### src/jnp_pkg.sv
// ---------------------------------------------------------------------------
// jnp_pkg
// Types and constants shared by the nine-point Jacobi solver modules.
// ---------------------------------------------------------------------------
package jnp_pkg;

   localparam int TAPS       = 9;
   localparam int TAP_W      = 4;
   localparam int TAP_CENTRE = 4;
   localparam int TAP_LAST   = 8;
   localparam int GRID_W     = 6;
   localparam int TOL_W      = 40;
   localparam int CAP_W      = 16;
   localparam int SWEEP_W    = 16;
   localparam int CSR_IDX_W  = 2;
   localparam int CSR_DATA_W = 40;

   localparam logic [GRID_W-1:0] COLS_RESET = 6'd32;
   localparam logic [GRID_W-1:0] ROWS_RESET = 6'd32;
   localparam logic [TOL_W-1:0]  TOL_RESET  = 40'd1048576;
   localparam logic [CAP_W-1:0]  CAP_RESET  = 16'd1000;

   typedef enum logic [1:0] {
      CMD_LOAD  = 2'd0,
      CMD_SOLVE = 2'd1,
      CMD_READ  = 2'd2,
      CMD_NONE  = 2'd3
   } command_type;

   typedef enum logic [1:0] {
      ST_OK   = 2'd0,
      ST_CAP  = 2'd1,
      ST_ZERO = 2'd2
   } status_type;

   typedef enum logic [CSR_IDX_W-1:0] {
      CSR_GRID_COLS = 2'd0,
      CSR_GRID_ROWS = 2'd1,
      CSR_TOL_SQ    = 2'd2,
      CSR_ITER_CAP  = 2'd3
   } csr_index_type;

   typedef enum logic [4:0] {
      S_IDLE, S_CHK_RD, S_CHK_TST, S_COPY_RD, S_COPY_WR, S_PT_RD, S_PT_INIT,
      S_TAP, S_TAP_MUL, S_TAP_ACC, S_DIV_START, S_DIV, S_FIN, S_DIFF, S_SQ,
      S_SUM, S_SWEEP_END
   } state_type;

   typedef struct packed {
      logic             load_we;
      logic             prev_we;
      logic             sol_we;
      logic             prev_nbr;
      logic             num_init;
      logic             mul_en;
      logic             num_acc;
      logic             div_start;
      logic             div_step;
      logic             fin;
      logic             diff_en;
      logic             sq_en;
      logic             sum_acc;
      logic             sum_clr;
      logic [TAP_W-1:0] tap;
   } dp_cmd_type;

   typedef struct packed {
      logic centre_zero;
      logic converged;
   } dp_stat_type;

   // Neighbour direction of each tap, in the order sw, w, nw, s, c, n, se, e, ne.
   function automatic logic tap_west(logic [TAP_W-1:0] k);
      return k < 4'd3;
   endfunction

   function automatic logic tap_east(logic [TAP_W-1:0] k);
      return (k >= 4'd6) && (k <= 4'd8);
   endfunction

   function automatic logic tap_south(logic [TAP_W-1:0] k);
      return (k == 4'd0) || (k == 4'd3) || (k == 4'd6);
   endfunction

   function automatic logic tap_north(logic [TAP_W-1:0] k);
      return (k == 4'd2) || (k == 4'd5) || (k == 4'd8);
   endfunction

endpackage

### src/jnp_ctrl.sv
// ---------------------------------------------------------------------------
// jnp_ctrl
// Solver controller: configuration registers, command decode, grid walk and
// sweep sequencing.
// ---------------------------------------------------------------------------
module jnp_ctrl #(
   parameter int MAX_COLS   = 32,
   parameter int MAX_ROWS   = 32,
   parameter int DATA_WIDTH = 32
) (
   input  logic                                             clock,
   input  logic                                             reset,
   input  logic                                             start,
   output logic                                             busy,
   input  logic [1:0]                                       req_command,
   input  logic                                             csr_we,
   input  logic [jnp_pkg::CSR_IDX_W-1:0]                    csr_index,
   input  logic [jnp_pkg::CSR_DATA_W-1:0]                   csr_wdata,
   output jnp_pkg::dp_cmd_type                              cmd,
   input  jnp_pkg::dp_stat_type                             stat,
   output logic [((MAX_COLS*MAX_ROWS) > 1 ? $clog2(MAX_COLS*MAX_ROWS) : 1)-1:0] paddr,
   output logic [((MAX_COLS*MAX_ROWS) > 1 ? $clog2(MAX_COLS*MAX_ROWS) : 1)-1:0] naddr,
   output logic [jnp_pkg::TOL_W-1:0]                        tol,
   output logic                                             rsp_valid,
   output logic                                             rsp_is_read,
   output logic [1:0]                                       rsp_status,
   output logic [jnp_pkg::SWEEP_W-1:0]                      rsp_sweeps_done,
   output logic                                             rsp_last_point
);
   import jnp_pkg::*;

   localparam int POINTS = MAX_COLS * MAX_ROWS;
   localparam int AW     = POINTS > 1 ? $clog2(POINTS) : 1;
   localparam int PW     = $clog2(POINTS + 1);
   localparam int CW     = $clog2(MAX_COLS + 1);
   localparam int RW     = $clog2(MAX_ROWS + 1);
   localparam int NW     = 2 * DATA_WIDTH + 5;
   localparam int DCW    = $clog2(NW);

   logic [GRID_W-1:0]  cols_ff, rows_ff;
   logic [TOL_W-1:0]   tol_ff;
   logic [CAP_W-1:0]   cap_ff;
   logic [CW-1:0]      cols_eff;
   logic [RW-1:0]      rows_eff;
   logic [CAP_W-1:0]   cap_eff;
   logic [PW-1:0]      n_pts;

   state_type          state_ff, state_in;
   logic [PW-1:0]      p_ff, p_in;
   logic [CW-1:0]      col_ff, col_in;
   logic [RW-1:0]      row_ff, row_in;
   logic [TAP_W-1:0]   k_ff, k_in;
   logic [DCW-1:0]     dcnt_ff, dcnt_in;
   logic [PW-1:0]      load_idx_ff, load_idx_in;
   logic [PW-1:0]      read_idx_ff, read_idx_in;
   logic [SWEEP_W-1:0] sweeps_ff, sweeps_in;
   logic [1:0]         status_ff, status_in;
   logic               rsp_valid_ff, rsp_valid_in;
   logic               rsp_read_ff, rsp_read_in;
   logic               rsp_last_ff, rsp_last_in;

   logic [PW-1:0]      load_cur, load_nxt, read_cur, read_nxt;
   logic [PW+1:0]      nbr;
   logic               in_grid;
   logic               last_p, last_col;

   always_comb begin
      if (cols_ff == '0) begin
         cols_eff = CW'(1);
      end else if (32'(cols_ff) > MAX_COLS) begin
         cols_eff = CW'(MAX_COLS);
      end else begin
         cols_eff = CW'(cols_ff);
      end
      if (rows_ff == '0) begin
         rows_eff = RW'(1);
      end else if (32'(rows_ff) > MAX_ROWS) begin
         rows_eff = RW'(MAX_ROWS);
      end else begin
         rows_eff = RW'(rows_ff);
      end
   end

   assign n_pts    = PW'(32'(cols_eff) * 32'(rows_eff));
   assign cap_eff  = (cap_ff == '0) ? CAP_W'(1) : cap_ff;
   assign load_cur = (load_idx_ff < n_pts) ? load_idx_ff : '0;
   assign load_nxt = (PW'(load_cur + 1'b1) >= n_pts) ? '0 : PW'(load_cur + 1'b1);
   assign read_cur = (read_idx_ff < n_pts) ? read_idx_ff : '0;
   assign read_nxt = (PW'(read_cur + 1'b1) >= n_pts) ? '0 : PW'(read_cur + 1'b1);
   assign last_p   = (p_ff == PW'(n_pts - 1'b1));
   assign last_col = (col_ff == CW'(cols_eff - 1'b1));

   always_comb begin
      nbr = (PW+2)'(p_ff);
      if (tap_north(k_ff)) begin
         nbr = nbr + (PW+2)'(cols_eff);
      end else if (tap_south(k_ff)) begin
         nbr = nbr - (PW+2)'(cols_eff);
      end
      if (tap_east(k_ff)) begin
         nbr = nbr + 1'b1;
      end else if (tap_west(k_ff)) begin
         nbr = nbr - 1'b1;
      end
   end

   assign naddr   = AW'(nbr);
   assign in_grid = !(tap_west(k_ff) && col_ff == '0) && !(tap_east(k_ff) && last_col)
                    && !(tap_south(k_ff) && row_ff == '0)
                    && !(tap_north(k_ff) && row_ff == RW'(rows_eff - 1'b1));

   always_ff @(posedge clock) begin
      if (reset) begin
         cols_ff <= COLS_RESET;
         rows_ff <= ROWS_RESET;
         tol_ff  <= TOL_RESET;
         cap_ff  <= CAP_RESET;
      end else if (csr_we) begin
         unique case (csr_index_type'(csr_index))
            CSR_GRID_COLS: cols_ff <= csr_wdata[GRID_W-1:0];
            CSR_GRID_ROWS: rows_ff <= csr_wdata[GRID_W-1:0];
            CSR_TOL_SQ:    tol_ff  <= csr_wdata[TOL_W-1:0];
            CSR_ITER_CAP:  cap_ff  <= csr_wdata[CAP_W-1:0];
         endcase
      end
   end

   always_ff @(posedge clock) begin
      if (reset) begin
         state_ff     <= S_IDLE;
         p_ff         <= '0;
         col_ff       <= '0;
         row_ff       <= '0;
         k_ff         <= '0;
         dcnt_ff      <= '0;
         load_idx_ff  <= '0;
         read_idx_ff  <= '0;
         sweeps_ff    <= '0;
         status_ff    <= ST_OK;
         rsp_valid_ff <= 1'b0;
         rsp_read_ff  <= 1'b0;
         rsp_last_ff  <= 1'b0;
      end else begin
         state_ff     <= state_in;
         p_ff         <= p_in;
         col_ff       <= col_in;
         row_ff       <= row_in;
         k_ff         <= k_in;
         dcnt_ff      <= dcnt_in;
         load_idx_ff  <= load_idx_in;
         read_idx_ff  <= read_idx_in;
         sweeps_ff    <= sweeps_in;
         status_ff    <= status_in;
         rsp_valid_ff <= rsp_valid_in;
         rsp_read_ff  <= rsp_read_in;
         rsp_last_ff  <= rsp_last_in;
      end
   end

   always_comb begin
      state_in     = state_ff;
      p_in         = p_ff;
      col_in       = col_ff;
      row_in       = row_ff;
      k_in         = k_ff;
      dcnt_in      = dcnt_ff;
      load_idx_in  = load_idx_ff;
      read_idx_in  = read_idx_ff;
      sweeps_in    = sweeps_ff;
      status_in    = status_ff;
      rsp_valid_in = 1'b0;
      rsp_read_in  = rsp_read_ff;
      rsp_last_in  = rsp_last_ff;
      cmd          = '0;
      cmd.tap      = k_ff;
      paddr        = AW'(p_ff);

      unique case (state_ff)
         S_IDLE: begin
            if (start) begin
               unique case (command_type'(req_command))
                  CMD_LOAD: begin
                     cmd.load_we = 1'b1;
                     paddr       = AW'(load_cur);
                     load_idx_in = load_nxt;
                  end
                  CMD_SOLVE: begin
                     read_idx_in = '0;
                     sweeps_in   = '0;
                     p_in        = '0;
                     state_in    = S_CHK_RD;
                  end
                  CMD_READ: begin
                     paddr        = AW'(read_cur);
                     rsp_valid_in = 1'b1;
                     rsp_read_in  = 1'b1;
                     rsp_last_in  = (PW'(read_cur + 1'b1) >= n_pts);
                     read_idx_in  = read_nxt;
                  end
                  CMD_NONE: begin
                  end
               endcase
            end
         end
         S_CHK_RD: state_in = S_CHK_TST;
         S_CHK_TST: begin
            if (stat.centre_zero) begin
               status_in    = ST_ZERO;
               rsp_valid_in = 1'b1;
               rsp_read_in  = 1'b0;
               rsp_last_in  = 1'b0;
               state_in     = S_IDLE;
            end else if (last_p) begin
               p_in     = '0;
               state_in = S_COPY_RD;
            end else begin
               p_in     = PW'(p_ff + 1'b1);
               state_in = S_CHK_RD;
            end
         end
         S_COPY_RD: begin
            cmd.sum_clr = 1'b1;
            state_in    = S_COPY_WR;
         end
         S_COPY_WR: begin
            cmd.prev_we = 1'b1;
            if (last_p) begin
               p_in     = '0;
               col_in   = '0;
               row_in   = '0;
               state_in = S_PT_RD;
            end else begin
               p_in     = PW'(p_ff + 1'b1);
               state_in = S_COPY_RD;
            end
         end
         S_PT_RD: state_in = S_PT_INIT;
         S_PT_INIT: begin
            cmd.num_init = 1'b1;
            k_in         = '0;
            state_in     = S_TAP;
         end
         S_TAP: begin
            if (k_ff == TAP_W'(TAP_CENTRE) || !in_grid) begin
               if (k_ff == TAP_W'(TAP_LAST)) begin
                  state_in = S_DIV_START;
               end else begin
                  k_in = TAP_W'(k_ff + 1'b1);
               end
            end else begin
               cmd.prev_nbr = 1'b1;
               state_in     = S_TAP_MUL;
            end
         end
         S_TAP_MUL: begin
            cmd.mul_en = 1'b1;
            state_in   = S_TAP_ACC;
         end
         S_TAP_ACC: begin
            cmd.num_acc = 1'b1;
            if (k_ff == TAP_W'(TAP_LAST)) begin
               state_in = S_DIV_START;
            end else begin
               k_in     = TAP_W'(k_ff + 1'b1);
               state_in = S_TAP;
            end
         end
         S_DIV_START: begin
            cmd.div_start = 1'b1;
            dcnt_in       = '0;
            state_in      = S_DIV;
         end
         S_DIV: begin
            cmd.div_step = 1'b1;
            if (dcnt_ff == DCW'(NW - 1)) begin
               state_in = S_FIN;
            end else begin
               dcnt_in = DCW'(dcnt_ff + 1'b1);
            end
         end
         S_FIN: begin
            cmd.fin  = 1'b1;
            state_in = S_DIFF;
         end
         S_DIFF: begin
            cmd.diff_en = 1'b1;
            cmd.sol_we  = 1'b1;
            state_in    = S_SQ;
         end
         S_SQ: begin
            cmd.sq_en = 1'b1;
            state_in  = S_SUM;
         end
         S_SUM: begin
            cmd.sum_acc = 1'b1;
            if (last_p) begin
               state_in = S_SWEEP_END;
            end else begin
               p_in = PW'(p_ff + 1'b1);
               if (last_col) begin
                  col_in = '0;
                  row_in = RW'(row_ff + 1'b1);
               end else begin
                  col_in = CW'(col_ff + 1'b1);
               end
               state_in = S_PT_RD;
            end
         end
         S_SWEEP_END: begin
            sweeps_in = SWEEP_W'(sweeps_ff + 1'b1);
            if (stat.converged || SWEEP_W'(sweeps_ff + 1'b1) >= cap_eff) begin
               status_in    = stat.converged ? ST_OK : ST_CAP;
               rsp_valid_in = 1'b1;
               rsp_read_in  = 1'b0;
               rsp_last_in  = 1'b0;
               state_in     = S_IDLE;
            end else begin
               p_in     = '0;
               state_in = S_COPY_RD;
            end
         end
         default: state_in = S_IDLE;
      endcase
   end

   assign busy            = (state_ff != S_IDLE);
   assign tol             = tol_ff;
   assign rsp_valid       = rsp_valid_ff;
   assign rsp_is_read     = rsp_read_ff;
   assign rsp_status      = status_ff;
   assign rsp_sweeps_done = sweeps_ff;
   assign rsp_last_point  = rsp_last_ff;

endmodule

### config.mk
export PLATFORM = sky130hd
export DESIGN_NAME = jnp_ctrl
export DESIGN_NICKNAME = d
export VERILOG_FILES = /design/src/jnp_pkg.sv /design/src/jnp_ctrl.sv
export SDC_FILE = /design/constraint.sdc
export NUM_CORES = 1
export LEC_CHECK = 0
export BUFFER_PORTS_ARGS = -buffer_cell sky130_fd_sc_hd__buf_2
export CAP_MARGIN = 0
export CORE_MARGIN = 3
export CORE_UTILIZATION = 59
export CTS_CLUSTER_SIZE = 12
export DETAILED_ROUTE_END_ITERATION = 10
export PLACE_DENSITY = 0.8
export SLEW_MARGIN = 0
export SYNTH_ARGS = -nofsm -noshare
export SYNTH_HDL_FRONTEND = slang
export SYNTH_SLANG_ARGS = --single-unit
### constraint.sdc
create_clock -name clock -period 10.2 [get_ports clock]
set_clock_uncertainty 0.2 [all_clocks]
set_input_delay 1.53 -clock clock [delete_from_list [all_inputs] [get_ports clock]]
set_output_delay 1.53 -clock clock [all_outputs]
set_load 0.05 [all_outputs]
# Yosys cells after proc, flatten, opt, wreduce, memory -nomap -nowiden
# Index checks and enable logic that the tools add are counted.
op_classes:
  addsub: 15
  multipliers: 1
  order_cmp: 10
  n_eq_ne: 45
  n_mux: 84
  reduce_logical: 52
op_table:
  columns: ["operator", "count"]
  rows:
  - ["11-bit 2-to-1 mux", 10]
  - ["5-bit one-hot mux with 17 select lines", 1]
  - ["10-bit 2-to-1 mux", 6]
  - ["11-bit one-hot mux with 5 select lines", 1]
  - ["6-bit 2-to-1 mux", 9]
  - ["16-bit 2-to-1 mux", 3]
  - ["5-bit by 4-bit == test with 1-bit output (second input constant)", 8]
  - ["11-bit by 1-bit adder with 11-bit output (second input constant)", 3]
  - ["16-bit one-hot mux with 2 select lines", 1]
  - ["5-bit 2-to-1 mux", 6]
  - ["1-bit 2-to-1 mux", 27]
  - ["6-bit logical NOT", 4]
  - ["6-bit one-hot mux with 2 select lines", 2]
  - ["11-bit >= comparator", 2]
  - ["11-bit < comparator", 2]
  - ["2-bit != test (second input constant)", 11]
  - ["11-bit one-hot mux with 2 select lines", 1]
  - ["5-bit by 3-bit == test with 1-bit output (second input constant)", 4]
  - ["10-bit one-hot mux with 2 select lines", 1]
  - ["16-bit by 1-bit adder with 16-bit output (second input constant)", 1]
  - ["16-bit >= comparator", 1]
  - ["16-bit logical NOT", 1]
  - ["3-bit AND reduction", 5]
  - ["7-bit one-hot mux with 2 select lines", 1]
  - ["other kinds (47)", 96]
word_totals:
  regBits: 150
  input_bits: 50
  out_inout_bits: 100
  word_cells: 224

# Depth between registers and ports, before layout
# Gate-level depths: netlist of run 1.
depth:
  ltp_word: 14
  ltp_mapped: 39
  mapped_depth_nobuf: 38

# Worst setup path before layout of run 1
# OpenSTA, ideal clock, no wires.
synth_path:
  path_kind: "register -> register"
  from: "register cols_ff[5]"
  to: "register read_idx_ff[2]"
  setup_time_ns: 0.074
  arrival_time_ns: 8.052
  t_required_ns: 9.926
  setup_slack_ns: 1.874
  stages_incl_launch_ff: 37
  path_buffers: 3
  period_less_slack_ns: 8.326
  cell_sequence: "dfxtp_1 -> clkbuf_1 -> nand2b_1 -> clkbuf_1 -> nor2_1 -> fa_1 -> inv_1 -> fa_1 -> fa_1 -> inv_1 -> ha_1 -> o21ai_0 -> nor2_1 -> or2_2 -> ha_1 -> nand4_1 -> a21oi_1 -> o31ai_1 -> a31o_2 -> a21oi_1 -> a211o_1 -> maj3_1 -> clkbuf_1 -> nor2_1 -> ha_1 -> nand2_1 -> nor2_1 -> nand3_1 -> xor2_1 -> nor2_1 -> ha_1 -> or3_1 -> o22ai_1 -> a2111oi_0 -> a2111oi_2 -> a21oi_1 -> o21ai_0"
synth_via:
  elab_chain_len: 10
  elab_cells_between_ends: 11
  classes_between: "1 x add/sub; 1 x mul; 3 x order compare; 5 x mux; 1 x reduce/logical"
synth_lines:
  columns: ["element", "line_no", "text"]
  rows:
  - ["from (decl)", "jnp_ctrl.sv:40", "logic [GRID_W-1:0] cols_ff, rows_ff;"]
  - ["from (signal assigned)", "jnp_ctrl.sv:120", "CSR_GRID_COLS: cols_ff <= csr_wdata[GRID_W-1:0];"]
  - ["6-bit > comparator", "jnp_ctrl.sv:70", "end else if (32'(cols_ff) > MAX_COLS) begin"]
  - ["6-bit 2-to-1 mux", "jnp_ctrl.sv:70", null]
  - ["6-bit 2-to-1 mux *", "jnp_ctrl.sv:68", "if (cols_ff == '0) begin"]
  - ["6-bit by 6-bit multiplier with 11-bit output *", "jnp_ctrl.sv:84", "assign n_pts = PW'(32'(cols_eff) * 32'(rows_eff));"]
  - ["11-bit < comparator", "jnp_ctrl.sv:88", "assign read_cur = (read_idx_ff < n_pts) ? read_idx_ff : '0;"]
  - ["11-bit 2-to-1 mux", "jnp_ctrl.sv:88", null]
  - ["11-bit by 1-bit adder with 11-bit output", "jnp_ctrl.sv:89", "assign read_nxt = (PW'(read_cur + 1'b1) >= n_pts) ? '0 : PW'(read_cur + 1'b1);"]
  - ["11-bit >= comparator", "jnp_ctrl.sv:89", null]
  - ["11-bit 2-to-1 mux *", "jnp_ctrl.sv:89", null]
  - ["11-bit one-hot mux with 2 select lines *", "jnp_ctrl.sv:181", "unique case (command_type'(req_command))"]
  - ["to (signal assigned)", "jnp_ctrl.sv:151", "read_idx_ff <= read_idx_in;"]
  - ["to (decl)", "jnp_ctrl.sv:55", "logic [PW-1:0] read_idx_ff, read_idx_in;"]
# Mark *: on every way between the ends. The rest lies on a longest branch, timed or not.
# A chain may end at the register's enable or synchronous reset.

# Worst setup path in the final report of run 1
layout_path:
  from: "register cols_ff[4]"
  to: "output port paddr[0] in the netlist's numbering"
layout_via:
  elab_chain_len: 9
  elab_cells_between_ends: 12
  classes_between: "1 x mul; 3 x order compare; 7 x mux; 1 x reduce/logical"
layout_lines:
  columns: ["element", "line_no", "text"]
  rows:
  - ["6-bit > comparator", "jnp_ctrl.sv:70", null]
  - ["6-bit 2-to-1 mux", "jnp_ctrl.sv:70", null]
  - ["6-bit 2-to-1 mux *", "jnp_ctrl.sv:68", null]
  - ["6-bit by 6-bit multiplier with 11-bit output *", "jnp_ctrl.sv:84", null]
  - ["11-bit < comparator (on tied branches)", "jnp_ctrl.sv:88, jnp_ctrl.sv:86", null]
  - ["11-bit 2-to-1 mux (on tied branches)", "jnp_ctrl.sv:88, jnp_ctrl.sv:86", null]
  - ["10-bit one-hot mux with 2 select lines *", "jnp_ctrl.sv:181", null]
  - ["10-bit 2-to-1 mux *", "jnp_ctrl.sv:180", "if (start) begin"]
  - ["10-bit 2-to-1 mux *", "jnp_ctrl.sv:178", "unique case (state_ff)"]
  - ["to (decl)", "jnp_ctrl.sv:21", "output logic [((MAX_COLS*MAX_ROWS) > 1 ? $clog2(MAX_COLS*MAX_ROWS) : 1)-1:0] paddr,"]
# Marks and branches as above.

==> results of run 1 <==
## sequential cells by signal (all words and copies together) (netlist names), 7 cells and up
register / cells
cap_ff: 16
dcnt_ff: 7
p_ff: 11
tol: 40
load_idx_ff: 11
rsp_sweeps_done: 16
read_idx_ff: 11
## layout make-up
cell class                 count  area [um^2]  area share, %
clock inverter                15          206           1.63
sequential                   150         3000           23.7
clock buffer                  17          425           3.35
inverter                     100          375           2.96
tap                          229          287           2.26
multi-input combinational   1174         7560           59.6
timing repair buffer         160          831           6.55
## path summary, 6_finish.rpt
| kind | end | depth (start not counted) | slack [ns] | from |
|---|---|---|---|---|
| max | paddr[0] | 27 | 0.53 | cols_ff[4] |
| min | tol[22] | 2 | 0.25 | tol[22] |
| max reg2reg | read_idx_ff[9] | 36 | 0.64 | cols_ff[4] |
| min reg2reg | tol[22] | 2 | 0.25 | tol[22] |
## cells by family (layout without fill, tap and decap cells)
kind of cell | Yosys count | after routing | synth area share, %
and+or+nand+nor | 603 | 603 | 24.8
AOI/OAI and AO/OA | 341 | 341 | 19.1
buffers and inverters | 168 | 292 | 5.99
DFF | 150 | 150 | 26.8
adders and majority gates | 121 | 121 | 14.7
xor gates and xnor gates | 93 | 93 | 7.26
muxes | 16 | 16 | 1.45
## power groups by stage
stage	clock network [mW]	logic [mW]	registers, mW
2_1_floorplan	0	0.141	0.635
3_3_place_gp	0	0.208	0.619
3_5_place_dp	0	0.212	0.619
4_1_cts	0.678	0.213	0.606
5_1_grt	0.702	0.235	0.607
6_report	0.675	0.216	0.606
## layout by cell type (no fill, tap or decap), drive strengths merged, types with 6 or more instances in the layout
cell      n
buf     160
o21a      6
and2      6
a211oi   20
nand2b   13
a21oi   121
nand2   183
xnor2    52
o211ai    7
fa       18
clkbuf   17
a31oi     9
nor3b     6
nor3     35
and3     29
o21ai    77
nand4    24
a22oi    17
dfxtp   150
ha      102
a222oi    6
nand3    46
o221ai    6
o31ai    11
xor2     41
nor2b    17
mux2i    14
a21o     10
clkinv    9
nor2    195
a22o     15
or3      12
or4       6
inv     104
nor4     14
## per-stage QoR
step / std cells / hold slack [ns] / instance area, um^2 / setup WS (ns)
5_1_grt: 1845 / 0.274 / 12700 / 0.107
6_report: 1845 / 0.254 / 12700 / 0.530
4_1_cts: 1842 / 0.253 / 12600 / 0.486
3_3_place_gp: 1810 / 0.238 / 12000 / 1.13
3_5_place_dp: 1810 / 0.243 / 12000 / 0.645
2_1_floorplan: 1492 / 0.236 / 11200 / 1.87
## routing by layer
layer | up-vias | global-route usage, % | part of all wire, %
li1 | 5437 | - | -
met1 | 5193 | 38.6 | 43
met2 | 422 | 49.3 | 47
met3 | 42 | 7.72 | 8.1
met4 | 0 | 8.62 | 2.0
met5 | - | 0 | 0
## tightest hold or removal path, delay by kind of cell, from the launching register on
kind | cells | cell delay (ns)
simple gates | 1 | 0.05
flops | 1 | 0.31
compound gates | 1 | 0.05
## timing repair
| item | in CTS | in global routing |
|---|---|---|
| gates resized for setup | 0 | 1 |
| hold endpoints to repair | 0 | 0 |
| setup buffers | 0 | 3 |
| setup endpoints to repair | 0 | 9 |
==> key figures, run 1 <==
Status
  • Status: complete, no violations

Critical path
  • CP Launch Type: flop
  • Crit path max-delay family: simple AND/OR/NAND/NOR gates
  • Crit-path max FO: 12
  • CP arrival: 7.94 ns
  • Worst setup EP type: primary output
  • Worst endpoint required time: 8.47 ns
  • WP buf/inv: 5
  • Crit Path Class: flop to primary output
  • Worst path most repeated cell: nor2_1
  • CP max stage delay: 0.54 ns
  • Critical-path cell with the highest stage delay: fa_1

Synth
  • Synth top cells by count: 195 x nor2_1, 183 x nand2_1, 150 x dfxtp_1, 121 x a21oi_1, 102 x ha_1
  • Syn nets: 1,662
  • Mapped Avg Cell Area: 7.52 um^2
  • Library cell with the highest instance count after synthesis: nor2_1
  • Post-synth ARST share: 0%
  • Top cell type by total area after synthesis: dfxtp_1
  • Synth Flop Type: dfxtp_1
  • #FFs+latches synth: 150
  • Post-synth top area share: 26.8%
  • Yosys cell types: 66
  • Yosys warns: 0
  • Post-Syn Area: 11,200 um^2
  • Post-synth EDFFs: 0
  • Area contributors post-synth: dfxtp_1 27%, ha_1 11%, nor2_1 6.5%
  • Post-synthesis sequential area ratio: 26.8%
  • Cells after synthesis: 1,492

Finish
  • Layout area overhead: 13.1%
  • Fillers: 1,563
  • Ant diodes: 0
  • Util after Layout: 69.2%
  • Layout cells sized above 1: 12.9%
  • Final #Nets: 1,773

Pwr
  • Comb pwr share: 14.4%
  • Power density cells: 118 nW/um^2
  • Clock Power Share: 45.1%
  • Net Sw Power: 0.477 mW
  • Sw Ratio: 31.9%
  • Sequential power share: 40.5%
  • Pleak: 5.79 nW
  • Pint: 1.02 mW
  • Peak supply drop: 0.000132 V
  • Power Total: 1.50 mW

Global route
  • Pin count of the biggest net entering global routing: 72
  • Grt ovf: 0
  • Global-route wire length before repair: 50,600 um
  • Total GRT Usage: 29.8%
  • Vias in the first global route: 10.4k
  • Initial antenna violation count: 0

Min path
  • Hold/Removal Path Class: flop to flop

Placement
  • Port bufs: 149
  • HPWL after DPL: 22,900 um
  • Placer Congestion: 0.929

Timing
  • Worst-Margin Slew: 1.22 ns
  • Fmax: 103 MHz
  • Count of final setup violators: 0
  • Slew Viols, Final: 0
  • Tmin final: 9.67 ns
  • Headroom to the max-slew limit: 18.3%
  • RSZ-0062 raised after global routing: no
  • TNS Setup: 0 ns
  • Tcrit/Tclk final: 94.8%
  • Final Hold Viols: 0

Drt
  • ANT nets after route: 0
  • Pre-Repair DR Iteration Count: 5
  • DRC Markers: 0
  • Via count: 11.1k
  • Final wirelength: 31,000 um
  • 1st-iter DRT viols: 1,076
  • Drt wl/cell: 16.8 um
  • Vias per cell: 6.01

Die
  • Die X: 144 um
  • Die Span Y: 144 um
  • Initial Util: 61.2%
  • Rows: 49
  • Die Footprint: 20,700 um^2
  • Core footprint: 18,300 um^2
  • I/O pins: 150

CTS
  • Max H-tree Level: 4
  • CTS sink count: 150
  • Clk slew on worst S/H paths: 0.07 ns
  • CTS Buffer Depth: 2
  • Hold_buf cts: 0
  • Root buffer cell: clkbuf_16
  • Clock Latency Late Sink: 0.44 ns
  • CTS tree: built
  • CTS Buf Count: 17

Run
  • Max-cap violations: 0
(Power assumes the default switching activity.)
==> run 2: changes to the inputs <==
--- a/config.mk
+++ b/config.mk
@@ -6,12 +6,11 @@
 export NUM_CORES = 1
 export LEC_CHECK = 0
 export BUFFER_PORTS_ARGS = -buffer_cell sky130_fd_sc_hd__buf_2
-export CAP_MARGIN = 0
 export CORE_MARGIN = 3
-export CORE_UTILIZATION = 59
+export CORE_UTILIZATION = 54
 export CTS_CLUSTER_SIZE = 12
 export DETAILED_ROUTE_END_ITERATION = 10
-export PLACE_DENSITY = 0.8
+export PLACE_DENSITY = 0.77
 export SLEW_MARGIN = 0
 export SYNTH_ARGS = -nofsm -noshare
 export SYNTH_HDL_FRONTEND = slang
==> constraint.sdc (replaced) <==
create_clock -name clock -period 8.5 [get_ports clock]
set_clock_uncertainty 0.2 [all_clocks]
set_input_delay 1.275 -clock clock [delete_from_list [all_inputs] [get_ports clock]]
set_output_delay 1.275 -clock clock [all_outputs]
set_load 0.05 [all_outputs]
==> run 2 against run 1 <==
Die area grew 8.9%. Register-to-register slack worse by 0.16 ns. Utilization is 5.4 points lower. Cell count grew 3.2%. Worst hold slack lost 0.00063 ns. Flip-flop and latch count is the same. Sequential share of layout area decreased by 0.46 points. Critical path type unchanged. Highest routed layer unchanged.
==> key figures, run 2 (same netlist as run 1, synthesis figures left out) <==
Critical path
  • R2r startpoint: rows_ff[1]
  • Worst Reg-to-Reg Cells: 38 (+5.6%)
  • Worst setup EP type: primary output
  • CP arrival: 6.61 ns (-1.33 ns)
  • R2r setup slk: 0.48 ns (-0.16 ns)
  • Crit-path max FO: 11 (-1)
  • Worst R2R End: load_idx_ff[9]
  • Critical-path cell with the highest stage delay: fa_1
  • CP max stage delay: 0.52 ns (-0.02 ns)
  • CP Launch Type: flop
  • Worst endpoint required time: 7.03 ns (-1.44 ns)
  • Critical path endpoint: paddr[0]
  • Crit Path Class: flop to primary output
  • Worst setup path start: rows_ff[1]

CTS
  • Hold_buf cts: 0 (unchanged)
  • CTS tree: built
  • CTS sink count: 150 (unchanged)
  • Clk slew on worst S/H paths: 0.08 ns (about the same)
  • Root buffer cell: clkbuf_16
  • Max H-tree Level: 4 (unchanged)
  • CTS Buf Count: 17 (unchanged)
  • Clock Latency Late Sink: 0.43 ns (about the same)
  • CTS Buffer Depth: 2 (unchanged)

Finish
  • Final #Nets: 1,791 (+1.0%)
  • Most frequent cells in the layout: 187 x nor2_1, 182 x nand2_1, 148 x dfxtp_1, 148 x buf_2, 120 x a21oi_1
  • Post-route insts no fill: 1,904 (+3.2%)
  • Commonest non-fill, non-tap cell in the layout: nor2_1
  • Util after Layout: 63.8% (-5.4 points)
  • Layout area overhead: 15.4%
  • Layout cells sized above 1: 15.3% (+2.4 points)
  • Ant diodes: 0 (unchanged)
  • Fillers: 1,836 (+17%)
  • Largest register FFs: 40 (unchanged)

Die
  • Die Span Y: 150 um (+4.3%)
  • Core footprint: 20,300 um^2 (+11%)
  • Rows: 52 (+6.1%)
  • Initial Util: 55.3% (-5.9 points)
  • I/O pins: 150 (unchanged)
  • Die X: 150 um (+4.3%)
  • Die Footprint: 22,500 um^2 (+8.9%)

Status
  • Status: complete, no violations

Timing
  • Worst-Margin Slew: 1.25 ns (+0.0366 ns)
  • TNS Setup: 0 ns (unchanged)
  • Count of final setup violators: 0 (unchanged)
  • Final Hold Viols: 0 (unchanged)
  • Tmin final: 8.08 ns
  • Fin worst setup slack: 0.416 ns (-0.114 ns)
  • Slew Viols, Final: 0 (unchanged)
  • Fmax: 124 MHz
  • Tcrit/Tclk final: 95.1%
  • Headroom to the max-slew limit: 16.3% (-2.0 points)

Global route
  • Vias in the first global route: 10.2k (-2.2%)
  • Initial antenna violation count: 0 (unchanged)
  • Grt ovf: 0 (unchanged)
  • Pin count of the biggest net entering global routing: 76 (+5.6%)
  • Total GRT Usage: 27.6% (-2.3 points)
  • Global-route wire length before repair: 50,900 um (+0.61%)

Placement
  • HPWL after DPL: 23,700 um (+3.7%)
  • Placed cells: 1,869 (+3.3%)
  • Port bufs: 149 (unchanged)
  • Placer Congestion: 0.956 (+2.9%)
  • Place WS: 0.0349 ns (-0.610 ns)

Drt
  • DRC Markers: 0 (unchanged)
  • ANT nets after route: 0 (unchanged)
  • Pre-Repair DR Iteration Count: 7 (+2)
  • Vias per cell: 5.81 (-3.4%)
  • Via count: 11.1k (-0.27%)
  • Drt wl/cell: 16.6 um (-0.93%)
  • 1st-iter DRT viols: 725 (-33%)
  • Final wirelength: 31,700 um (+2.2%)

Pwr
  • Power density cells: 137 nW/um^2 (+16%)
  • Pleak: 5.88 nW (+1.5%)
  • Peak supply drop: 0.000133 V (+0.59%)
  • Power Total: 1.78 mW (+19%)

Run
  • Max-cap violations: 0 (unchanged)

Min path
  • Hold/Removal Path Class: flop to flop
-- run 2: timing repair --
| item | 4_1_cts | 5_1_grt |
|---|---|---|
| pin swaps | 0 | 1 |
| setup endpoints to repair | 7 | 33 |
| setup buffers | 0 | 3 |
| gates resized for setup | 1 | 29 |
| hold endpoints to repair | 0 | 0 |
-- run 2: worst min-delay path by stage --
stage                      endpoint  cells after the start       from  slack (ns)
after floorplan           cap_ff[0]                      2  cap_ff[0]        0.24
after global placement       tol[0]                      2     tol[0]        0.24
after detailed placement    tol[24]                      2    tol[24]        0.24
after CTS                   tol[24]                      2    tol[24]        0.25
after global routing        tol[24]                      2    tol[24]        0.27
final                       tol[35]                      2    tol[35]        0.25
-- run 2: routing by layer --
layer	up-vias	global-route usage, %	wire length (um)
met4	0	8.23	668
met5	-	0	0
met3	54	5.18	2340
met1	5130	36.8	13800
li1	5468	-	-
met2	412	45.5	14900
-- run 2: layout make-up --
class                           count  area [um^2]  share of cell area [%]
Clock buffer                       17          425                    3.29
Timing Repair Buffer              178          966                    7.46
Clock inverter                     15          194                    1.50
Multi-Input combinational cell   1174         7640                    59.0
Inverter                          100          375                    2.90
Sequential cell                   150         3010                    23.2
Tap cell                          270          338                    2.61
-- run 2: worst max-delay path, delay by kind of cell (launching register included) --
| kind | cells | cell delay, ns |
|---|---|---|
| adders and majority gates | 5 | 2.05 |
| AOI/OAI and AO/OA | 9 | 1.62 |
| and+or+nand+nor | 7 | 1.21 |
| buffers and inverters | 6 | 0.96 |
| DFF | 1 | 0.32 |
-- run 2: stage by stage --
stage / hold WS (ns) / cell area [um^2]
finish: 0.254 / 12900
global route: 0.268 / 12900
CTS: 0.254 / 12800
detailed placement: 0.243 / 12200
global placement: 0.239 / 12200
floorplan: 0.236 / 11200
-- run 2: where the power goes --
group | switching [mW] | leakage (nW) | total (mW) | internal [mW]
clock network | 0.379 | 0.298 | 0.781 | 0.402
logic | 0.184 | 4.37 | 0.269 | 0.0850
registers | 0.0119 | 1.21 | 0.727 | 0.715
total | 0.575 | 5.88 | 1.78 | 1.20
